$ cat src/hw/rtl/srps_pkg.sv
package srps_pkg;

	localparam int SECTOR_W    = 48;
	localparam int DIVD_W      = SECTOR_W + 1;
	localparam int CNT_W       = 7;
	localparam int OFF_W       = 6;
	localparam int REQ_W       = 16;
	localparam int MASK_W      = 64;
	localparam int OUT_LIMIT   = 33;
	localparam int PIECE_IDX_W = 6;
	localparam int CFG_IDX_W   = 2;

	localparam logic [CFG_IDX_W-1:0] CFG_SECTORS_PER_PAGE = 2'd0;
	localparam logic [CFG_IDX_W-1:0] CFG_RANGE_START      = 2'd1;
	localparam logic [CFG_IDX_W-1:0] CFG_RANGE_END        = 2'd2;

	localparam logic [CNT_W-1:0]    SPP_RESET       = 7'd8;
	localparam logic [CNT_W-1:0]    SPP_MIN         = 7'd8;
	localparam logic [CNT_W-1:0]    SPP_MAX         = 7'd64;
	localparam logic [SECTOR_W-1:0] RANGE_END_RESET = {SECTOR_W{1'b1}};

	typedef struct packed {
		logic [SECTOR_W-1:0] start_sector;
		logic [REQ_W-1:0]    request_sectors;
		logic                is_write;
	} cmd_t;

	typedef struct packed {
		logic [SECTOR_W-1:0] page_number;
		logic [CNT_W-1:0]    piece_sectors;
		logic [MASK_W-1:0]   sector_mask;
		logic                write_flag;
		logic                error_flag;
		logic                last_piece;
	} result_t;

	typedef struct packed {
		logic [DIVD_W-1:0]   dividend;
		logic [SECTOR_W-1:0] divisor;
	} div_in_t;

	typedef struct packed {
		logic [DIVD_W-1:0]   quotient;
		logic [SECTOR_W-1:0] remainder;
	} div_out_t;

endpackage

$ cat src/hw/rtl/srps_div.sv
module srps_div import srps_pkg::*; (
	input  logic     clk,
	input  logic     arst_n,
	input  logic     go,
	input  div_in_t  operand,
	output logic     done,
	output div_out_t result
);

	localparam int STEPS  = DIVD_W;
	localparam int STEP_W = $clog2(STEPS + 1);

	logic                running_q;
	logic [STEP_W-1:0]   step_q;
	logic [SECTOR_W-1:0] rem_q;
	logic [SECTOR_W-1:0] dvs_q;
	logic [DIVD_W-1:0]   quo_q;
	logic [SECTOR_W:0]   trial;
	logic [SECTOR_W:0]   diff;
	logic                fits;

	// Restoring division, one quotient bit per cycle. The dividend shifts out of
	// the top of quo_q while quotient bits shift in at the bottom.
	always_comb begin
		trial = {rem_q, quo_q[DIVD_W-1]};
		diff  = trial - {1'b0, dvs_q};
		fits  = trial >= {1'b0, dvs_q};
	end

	always_ff @(posedge clk or negedge arst_n) begin
		if (!arst_n) begin
			running_q <= 1'b0;
			step_q    <= '0;
			done      <= 1'b0;
		end else begin
			done <= 1'b0;
			if (go) begin
				running_q <= 1'b1;
				step_q    <= '0;
			end else if (running_q) begin
				step_q <= step_q + STEP_W'(1);
				if (step_q == STEP_W'(STEPS - 1)) begin
					running_q <= 1'b0;
					done      <= 1'b1;
				end
			end
		end
	end

	always_ff @(posedge clk) begin
		if (go) begin
			rem_q <= '0;
			quo_q <= operand.dividend;
			dvs_q <= operand.divisor;
		end else if (running_q) begin
			rem_q <= fits ? diff[SECTOR_W-1:0] : trial[SECTOR_W-1:0];
			quo_q <= {quo_q[DIVD_W-2:0], fits};
		end
	end

	assign result.quotient  = quo_q;
	assign result.remainder = rem_q;

endmodule

$ cat src/hw/rtl/sector_request_page_splitter_core.sv
// Sector request page splitter.
// Command channel: a request beat (cmd) is taken at a clock edge where start is
// high and busy is low. Each result beat shows on result for one cycle with
// result_valid high; the receiver must take it then, there is no back-pressure.
// Configuration channel: cfg_valid/cfg_ready with cfg_index and cfg_data;
// cfg_ready is always high, and writes belong in idle periods only.
// Timing: a zero-size request returns no result and busy never rises. A rejected
// request returns its single error beat in the cycle after it is taken. Otherwise
// the block first finds the range start modulo the page size, then divides each
// piece's range-relative sector by the page size, after a division by the range
// span for a piece whose sector wraps into the range. All of this goes through
// one shared divider that yields one quotient bit per cycle. Pieces are held in
// a 33-entry buffer and stream out one per cycle only once the split ends, so
// that a request which would need too many pieces gives only its error beat. busy
// stays high until the last beat is in the output register, so a new request is
// taken right after. Reset puts the configuration registers at their defaults and
// drops any request in flight.
module sector_request_page_splitter_core import srps_pkg::*; #(
	parameter int MAX_REQ_SECTORS = 256,
	parameter int MASK_BITS       = 64
) (
	input  logic                 clk,
	input  logic                 arst_n,
	input  logic                 start,
	output logic                 busy,
	input  cmd_t                 cmd,
	output logic                 result_valid,
	output result_t              result,
	input  logic                 cfg_valid,
	output logic                 cfg_ready,
	input  logic [CFG_IDX_W-1:0] cfg_index,
	input  logic [SECTOR_W-1:0]  cfg_data
);

	localparam logic [REQ_W:0]     MAX_REQ    = (REQ_W + 1)'(MAX_REQ_SECTORS);
	localparam logic [CNT_W-1:0]   MASK_LIMIT = CNT_W'(MASK_BITS);
	localparam logic [MASK_W-1:0]  MASK_KEEP  = (MASK_BITS >= MASK_W) ? {MASK_W{1'b1}} :
		~({MASK_W{1'b1}} << MASK_BITS);

	typedef enum logic [2:0] {
		ST_IDLE,
		ST_BASE,
		ST_CHECK,
		ST_WRAP,
		ST_PAGE,
		ST_STEP,
		ST_EMIT
	} state_t;

	typedef struct packed {
		logic [SECTOR_W-1:0] page;
		logic [CNT_W-1:0]    cnt;
		logic [OFF_W-1:0]    off;
	} piece_t;

	state_t                 state_q;
	logic [CNT_W-1:0]       spp_q;
	logic [SECTOR_W-1:0]    rstart_q;
	logic [SECTOR_W-1:0]    rend_q;
	logic [DIVD_W-1:0]      lsa_q;
	logic [REQ_W-1:0]       req_q;
	logic [REQ_W-1:0]       done_q;
	logic                   wr_q;
	logic [PIECE_IDX_W-1:0] k_q;
	logic [PIECE_IDX_W-1:0] n_q;
	logic [PIECE_IDX_W-1:0] rd_ptr_q;
	logic [OFF_W-1:0]       s0_q;
	logic [SECTOR_W-1:0]    page_q;
	logic [OFF_W-1:0]       off_q;
	logic [CNT_W-1:0]       cnt_q;
	logic                   div_go_q;
	div_in_t                div_in_q;
	logic                   div_done;
	div_out_t               div_res;
	piece_t                 mem_q [OUT_LIMIT];
	piece_t                 rd_data_s1;
	logic                   rd_vld_s1;
	logic                   rd_last_s1;

	logic                   accept;
	logic                   range_bad;
	logic                   spp_bad;
	logic                   req_big;
	logic                   out_of_range;
	logic [SECTOR_W-1:0]    rel_now;
	logic [SECTOR_W-1:0]    span;
	logic [CNT_W-1:0]       mod_sum;
	logic [CNT_W-1:0]       lsa_mod;
	logic [CNT_W-1:0]       cnt_full;
	logic [REQ_W:0]         reach;
	logic [REQ_W-1:0]       left;
	logic [CNT_W-1:0]       cnt_fin;
	logic                   mem_we;
	piece_t                 wentry;
	logic [MASK_W-1:0]      ones;
	logic [MASK_W-1:0]      mask;

	srps_div u_div (
		.clk     (clk),
		.arst_n  (arst_n),
		.go      (div_go_q),
		.operand (div_in_q),
		.done    (div_done),
		.result  (div_res)
	);

	assign cfg_ready = 1'b1;
	assign busy      = (state_q != ST_IDLE) || rd_vld_s1;
	assign accept    = start && !busy;

	always_ff @(posedge clk or negedge arst_n) begin
		if (!arst_n) begin
			spp_q    <= SPP_RESET;
			rstart_q <= '0;
			rend_q   <= RANGE_END_RESET;
		end else if (cfg_valid && cfg_ready) begin
			unique case (cfg_index)
				CFG_SECTORS_PER_PAGE: spp_q    <= cfg_data[CNT_W-1:0];
				CFG_RANGE_START:      rstart_q <= cfg_data;
				CFG_RANGE_END:        rend_q   <= cfg_data;
				default: begin
				end
			endcase
		end
	end

	always_comb begin
		range_bad    = rend_q <= rstart_q;
		spp_bad      = (spp_q < SPP_MIN) || (spp_q > SPP_MAX) || (spp_q > MASK_LIMIT);
		req_big      = {1'b0, cmd.request_sectors} > MAX_REQ;
		out_of_range = (lsa_q < {1'b0, rstart_q}) || (lsa_q > {1'b0, rend_q});
		rel_now      = lsa_q[SECTOR_W-1:0] - rstart_q;
		span         = rend_q - rstart_q;

		// The absolute sector's offset in its page follows from the range-relative
		// offset plus the range start's own offset, folded once.
		mod_sum  = CNT_W'(div_res.remainder[OFF_W-1:0]) + CNT_W'(s0_q);
		lsa_mod  = (mod_sum >= spp_q) ? mod_sum - spp_q : mod_sum;
		cnt_full = spp_q - lsa_mod;

		reach   = {1'b0, done_q} + (REQ_W + 1)'(cnt_q);
		left    = req_q - done_q;
		cnt_fin = (reach >= {1'b0, req_q}) ? left[CNT_W-1:0] : cnt_q;

		mem_we      = state_q == ST_STEP;
		wentry.page = page_q;
		wentry.cnt  = cnt_fin;
		wentry.off  = off_q;

		ones = rd_data_s1.cnt[CNT_W-1] ? {MASK_W{1'b1}} : ~({MASK_W{1'b1}} << rd_data_s1.cnt);
		mask = (ones << rd_data_s1.off) & MASK_KEEP;
	end

	always_ff @(posedge clk) begin
		if (mem_we) begin
			mem_q[k_q] <= wentry;
		end
		rd_data_s1 <= mem_q[rd_ptr_q];
	end

	always_ff @(posedge clk or negedge arst_n) begin
		if (!arst_n) begin
			state_q      <= ST_IDLE;
			div_go_q     <= 1'b0;
			div_in_q     <= '0;
			result_valid <= 1'b0;
			result       <= '0;
			rd_vld_s1    <= 1'b0;
			rd_last_s1   <= 1'b0;
			lsa_q        <= '0;
			req_q        <= '0;
			done_q       <= '0;
			wr_q         <= 1'b0;
			k_q          <= '0;
			n_q          <= '0;
			rd_ptr_q     <= '0;
			s0_q         <= '0;
			page_q       <= '0;
			off_q        <= '0;
			cnt_q        <= '0;
		end else begin
			div_go_q     <= 1'b0;
			result_valid <= 1'b0;
			rd_vld_s1    <= 1'b0;
			rd_last_s1   <= 1'b0;

			if (rd_vld_s1) begin
				result_valid         <= 1'b1;
				result.page_number   <= rd_data_s1.page;
				result.piece_sectors <= rd_data_s1.cnt;
				result.sector_mask   <= mask;
				result.write_flag    <= wr_q;
				result.error_flag    <= 1'b0;
				result.last_piece    <= rd_last_s1;
			end

			unique case (state_q)
				ST_IDLE: begin
					if (accept) begin
						lsa_q  <= {1'b0, cmd.start_sector};
						req_q  <= cmd.request_sectors;
						wr_q   <= cmd.is_write;
						done_q <= '0;
						k_q    <= '0;
						if (cmd.request_sectors == '0) begin
							state_q <= ST_IDLE;
						end else if (req_big || range_bad || spp_bad) begin
							result_valid            <= 1'b1;
							result                  <= '0;
							result.write_flag       <= cmd.is_write;
							result.error_flag       <= 1'b1;
							result.last_piece       <= 1'b1;
						end else begin
							div_in_q.dividend <= {1'b0, rstart_q};
							div_in_q.divisor  <= SECTOR_W'(spp_q);
							div_go_q          <= 1'b1;
							state_q           <= ST_BASE;
						end
					end
				end
				ST_BASE: begin
					if (div_done) begin
						s0_q    <= div_res.remainder[OFF_W-1:0];
						state_q <= ST_CHECK;
					end
				end
				ST_CHECK: begin
					if (done_q == req_q) begin
						n_q      <= k_q;
						rd_ptr_q <= '0;
						state_q  <= ST_EMIT;
					end else if (k_q == PIECE_IDX_W'(OUT_LIMIT)) begin
						result_valid      <= 1'b1;
						result            <= '0;
						result.write_flag <= wr_q;
						result.error_flag <= 1'b1;
						result.last_piece <= 1'b1;
						state_q           <= ST_IDLE;
					end else if (out_of_range) begin
						div_in_q.dividend <= lsa_q;
						div_in_q.divisor  <= span;
						div_go_q          <= 1'b1;
						state_q           <= ST_WRAP;
					end else begin
						div_in_q.dividend <= {1'b0, rel_now};
						div_in_q.divisor  <= SECTOR_W'(spp_q);
						div_go_q          <= 1'b1;
						state_q           <= ST_PAGE;
					end
				end
				ST_WRAP: begin
					// After the wrap the range-relative sector is the remainder itself.
					if (div_done) begin
						lsa_q             <= {1'b0, rstart_q + div_res.remainder};
						div_in_q.dividend <= {1'b0, div_res.remainder};
						div_in_q.divisor  <= SECTOR_W'(spp_q);
						div_go_q          <= 1'b1;
						state_q           <= ST_PAGE;
					end
				end
				ST_PAGE: begin
					if (div_done) begin
						page_q  <= div_res.quotient[SECTOR_W-1:0];
						off_q   <= div_res.remainder[OFF_W-1:0];
						cnt_q   <= cnt_full;
						state_q <= ST_STEP;
					end
				end
				ST_STEP: begin
					k_q     <= k_q + PIECE_IDX_W'(1);
					lsa_q   <= lsa_q + DIVD_W'(cnt_fin);
					done_q  <= done_q + REQ_W'(cnt_fin);
					state_q <= ST_CHECK;
				end
				ST_EMIT: begin
					rd_vld_s1  <= 1'b1;
					rd_last_s1 <= rd_ptr_q == (n_q - PIECE_IDX_W'(1));
					if (rd_ptr_q == (n_q - PIECE_IDX_W'(1))) begin
						rd_ptr_q <= '0;
						state_q  <= ST_IDLE;
					end else begin
						rd_ptr_q <= rd_ptr_q + PIECE_IDX_W'(1);
					end
				end
				default: begin
					state_q <= ST_IDLE;
				end
			endcase
		end
	end

`ifndef NO_ASSERTIONS
	a_div_done_in_wait: assert property (@(posedge clk) disable iff (!arst_n)
		div_done |-> (state_q == ST_BASE || state_q == ST_WRAP || state_q == ST_PAGE))
		else $error("divider finished outside a wait state");

	a_piece_limit: assert property (@(posedge clk) disable iff (!arst_n)
		k_q <= PIECE_IDX_W'(OUT_LIMIT))
		else $error("piece buffer index beyond its depth");

	a_done_within_req: assert property (@(posedge clk) disable iff (!arst_n)
		(state_q != ST_IDLE) |-> (done_q <= req_q))
		else $error("covered sectors exceed the request");

	a_zero_req_silent: assert property (@(posedge clk) disable iff (!arst_n)
		(start && !busy && cmd.request_sectors == '0) |=> !result_valid)
		else $error("zero-size request produced a result");
`endif

endmodule

$ cat config.mk
export PLATFORM = sky130hd
export DESIGN_NAME = sector_request_page_splitter_core
export DESIGN_NICKNAME = d
export VERILOG_FILES = /design/src/hw/rtl/srps_pkg.sv /design/src/hw/rtl/srps_div.sv /design/src/hw/rtl/sector_request_page_splitter_core.sv
export SDC_FILE = /design/constraint.sdc
export NUM_CORES = 2
export LEC_CHECK = 0
export CELL_PAD_IN_SITES_DETAIL_PLACEMENT = 1
export CELL_PAD_IN_SITES_GLOBAL_PLACEMENT = 1
export CORE_ASPECT_RATIO = 0.5
export CORE_UTILIZATION = 30
export DETAILED_ROUTE_END_ITERATION = 8
export DONT_BUFFER_PORTS = 1
export PLACE_DENSITY_LB_ADDON = 0.12
export SETUP_SLACK_MARGIN = 0.5
export SYNTH_ARGS = -nofsm -noshare
export SYNTH_HDL_FRONTEND = slang
export SYNTH_SLANG_ARGS = --single-unit
$ cat constraint.sdc
create_clock -name clk -period 13.4 [get_ports clk]
set_input_delay 1.34 -clock clk [delete_from_list [all_inputs] [get_ports clk]]
set_output_delay 1.34 -clock clk [all_outputs]
set_load 0.01 [all_outputs]
==> results by group <==
Synthesis
  • Mean post-synth cell area: 15.1 sq um
  • Most used DFF post-synth: edfxtp_1
  • Synth Area in Adders: roughly 3.4%
  • Synth Area in XOR/XNOR: approximately 1.8%
  • FF+latch count, synth: 2723
  • EDFF count, synth: ~2100
  • Synth async-reset ratio: between 10% and 20%
  • Seq/Total Area, Yosys: 64.1%
  • Post-Synth Simple-Gate Area: 5.72%
  • Cells after Synth: roughly 8100
  • Mux share of post-synthesis cell area: about 15%
  • Yosys warnings: 0
  • Cell Area, Synth: around 120000 sq um
  • Compound-cell area share of the yosys netlist: between 8 and 9%
  • Main combinational cell family by area after synthesis: multiplexers
  • Synth cell types: roughly 100
  • Syn nets: between 8000 and 9000

Clock tree
  • Setup Fix Bufs, Post-CTS: 0
  • Clk buf depth: 4
  • CTS root buf: clkbuf_16
  • CTS resizes: 0
  • CTS clk-pin slew, worst paths: about 0.07 ns
  • H-tree depth: 5
  • Worst-Skew Late Latency: ~0.89 ns
  • CTS tree: done
  • CTS Buf Count: 280
  • Clock Sinks: 2723
  • # hold bufs at CTS: 0

Placement
  • Detailed Place HPWL: 261000 um
  • Placer Congestion: a little over 0.8
  • Placed cell area: 129000 sq um
  • Port-buffer cells: 0

Die
  • Cell row count: around 170
  • Initial core utilization: a little under a third
  • Die height: about 450 um
  • Die W: about 900 um
  • Core Box Area: 404000 sq um
  • Ports: between 200 and 250
  • Die area: approximately 410000 sq um

STA
  • Worst-case headroom to the max-slew limit: between 10% and 20%
  • Final setup vio count: 0
  • RSZ-0062 raised after global routing: no
  • Fin. max-slew vios: 0
  • Clock Skew: 0.0716 ns
  • Max Freq: 113 MHz
  • Setup Total Neg Slack: 0 ns
  • Min Tclk post-route: 8.83 ns
  • Endpoints failing hold: 0
  • Final Cycle Share: ~66%
  • Slew @ Worst Pin: approximately 1.3 ns

Drt
  • Post-route ant nets: 0
  • DRC viols: 0
  • Final wirelength: 420000 um
  • TritonRoute pass-1 iters: 7
  • DR iter-0 viols: approximately 6400
  • Wire length per cell: approximately 30 um
  • Vias per cell: approximately 5.2
  • Routed vias: slightly above 70000

Global routing
  • Vias in the first global route: ~74000
  • Pin count of the biggest net entering global routing: ~210
  • Tot GR Track Use: 20.1%
  • First-pass GRT wire length: slightly below 600000 um
  • Initial antenna violation count: just under 50
  • Total global routing overflow: 0

Flow run
  • Maxcap violations: 0

Critical path
  • CP most frequent cell: o21ai_0
  • Crit-path max FO: 35
  • Reg-to-reg critical path endpoint: lsa_q[44]
  • Setup slack, reg-to-reg: roughly 4.6 ns
  • Worst Path Required: 14.19 ns
  • WS Path Type: reg2reg
  • R2R depth: 35
  • Crit path max-delay family: simple AND/OR/NAND/NOR gates
  • Crit path largest cell delay: 1.00 ns
  • Worst path slowest cell: mux2i_4
  • WP buf/inv: 3
  • CP Launch Type: flop
  • Worst Path Arrival: approximately 9.6 ns
  • Crit end category: flop
  • Worst r2r src: done_q[0]

Power and ir drop
  • Worst vdd ir: ~0.09 mV
  • PwrDens: ~140 nW/um^2
  • Static Leak: around 41 nW
  • Overall power: roughly 19 mW

Layout
  • Multi-input logic area: about 41000 sq um
  • Share of cells above drive strength 1: ~18%
  • Layout fillers: roughly 41000
  • Sequential cell area: 78300 sq um
  • Final nets: 8513
  • Final instance area: around 140000 sq um
  • Layout Utilization: 34.1%
  • P&R area growth vs syn: 12.9%

Outcome
  • Status: completed

Worst hold path
  • Hold crit path type: in2async
[worst register-to-register path, delay by kind of cell (launching register included)]
| family | cells | cell delay [ns] |
|---|---|---|
| AOI/OAI and AO/OA | 11 | 1.90 |
| xor gates and xnor gates | 1 | 0.15 |
| adders and majority gates | 5 | 1.63 |
| muxes | 1 | 1.01 |
| and+or+nand+nor | 14 | 3.30 |
| buffers and inverters | 3 | 0.34 |
| DFF | 1 | 0.41 |
[cells in the mapped netlist, drive strengths merged, types with 33 or more instances]
| cell type | number | area, sq um |
|---|---|---|
| a31oi | 55 | 350 |
| mux2i | 208 | 2080 |
| ha | 309 | 3870 |
| edfxtp | 2110 | 63400 |
| clkbuf | 310 | 1160 |
| o21a | 36 | 270 |
| a221oi | 61 | 559 |
| nor2 | 558 | 2100 |
| o211ai | 53 | 398 |
| dfxtp | 109 | 2180 |
| inv | 258 | 968 |
| a21o | 166 | 1250 |
| xnor2 | 154 | 1350 |
| and3 | 40 | 255 |
| nor2b | 48 | 308 |
| a21oi | 401 | 2100 |
| dfrtp | 455 | 11400 |
| a22o | 45 | 394 |
| o21bai | 36 | 270 |
| nor3 | 66 | 335 |
| a211oi | 93 | 721 |
| nand2 | 563 | 2110 |
| mux2 | 179 | 2020 |
| xor2 | 93 | 815 |
| mux4 | 610 | 13700 |
| nand3 | 85 | 425 |
| o21ai | 369 | 1850 |
| dfstp | 49 | 1290 |
| nand4 | 56 | 350 |
| nand2b | 34 | 213 |
| buf | 129 | 604 |
| a22oi | 33 | 248 |
[sequential cells by signal (all words and copies together) (netlist names), 49 cells and up]
| name | count |
|---|---|
| lsa_q | 49 |
| mem_q | 2013 |
| u_div.quo_q | 49 |
| result | 122 |
| div_in_q | 97 |
| rd_data_s1 | 61 |
[how the worst max path moves through the flow]
stage,from,end,slack (ns),cells past startpoint
after floorplan,done_q[0],lsa_q[46],6.11,34
after global placement,done_q[0],lsa_q[44],4.66,35
after detailed placement,done_q[0],lsa_q[44],4.49,35
after CTS,done_q[0],lsa_q[44],4.45,35
after global routing,done_q[0],lsa_q[44],3.88,35
final,done_q[0],lsa_q[44],4.57,35
[cell type report]
type                    instances  area share [%]
inverters                     260           0.710
multi-input cells            4661            30.0
clock buffers                 384            5.65
diodes                         23          0.0418
flip-flops and latches       2723            56.8
clock inverters               116           0.834
well taps                    5427            4.93
repair buffers                148           0.977
[cell families after synthesis]
kind of cell             after synthesis
flip-flops                          2723
buffers and inverters                699
AO/OA/AOI/OAI                       1519
other                                  1
AND/OR/NAND/NOR                     1575
multiplexers                         997
XOR/XNOR                             247
adder cells (fa/ha/maj)              322
[cells in the final DEF (no fill, tap or decap), types with 36 or more instances in the layout]
cell type and n:
xnor2_1 154, dfstp_2 49, clkbuf_1 77, a31oi_1 54
nor2b_1 46, nand3_1 84, dfrtp_1 446, o211ai_1 53
a22o_1 45, nand2_1 562, a21o_1 166, a211oi_1 90
nor2_1 518, clkinv_1 43, o21bai_1 36, mux4_2 610
inv_1 256, a21oi_1 377, mux2i_1 207, nand4_1 56
buf_4 131, ha_1 309, dfxtp_1 106, nor3_1 63
mux2_2 179, clkinv_2 37, a221oi_1 57, and3_1 38
edfxtp_1 2110, clkbuf_16 290, xor2_1 93, o21ai_0 350
[routing by layer]
layer | share of wire [%] | global-route usage, % | vias up | wire length [um]
li1 | - | - | 31300 | -
met5 | 0.022 | 0 | - | 93
met2 | 45 | 31.2 | 1545 | 188000
met1 | 49 | 30.3 | 38800 | 204000
met4 | 2.0 | 3.87 | 14 | 8380
met3 | 4.7 | 2.91 | 462 | 19700
[through the flow]
step	setup WS (ns)	instances	hold slack, ns
final	4.57	13700	0.180
after global routing	3.88	13700	0.109
after CTS	4.45	13700	0.0838
after detailed placement	4.49	13200	0.437
after global placement	4.66	13200	0.430
after floorplan	6.11	8083	0.422
[report_power, final]
group | leakage [nW] | total [mW] | internal (mW) | switching (mW)
Clock | 4.36 | 7.95 | 4.50 | 3.45
Sequential | 21.4 | 9.28 | 9.13 | 0.144
Combinational | 15.4 | 1.39 | 0.571 | 0.815
No activity file was read; power rests on OpenSTA's default activity.
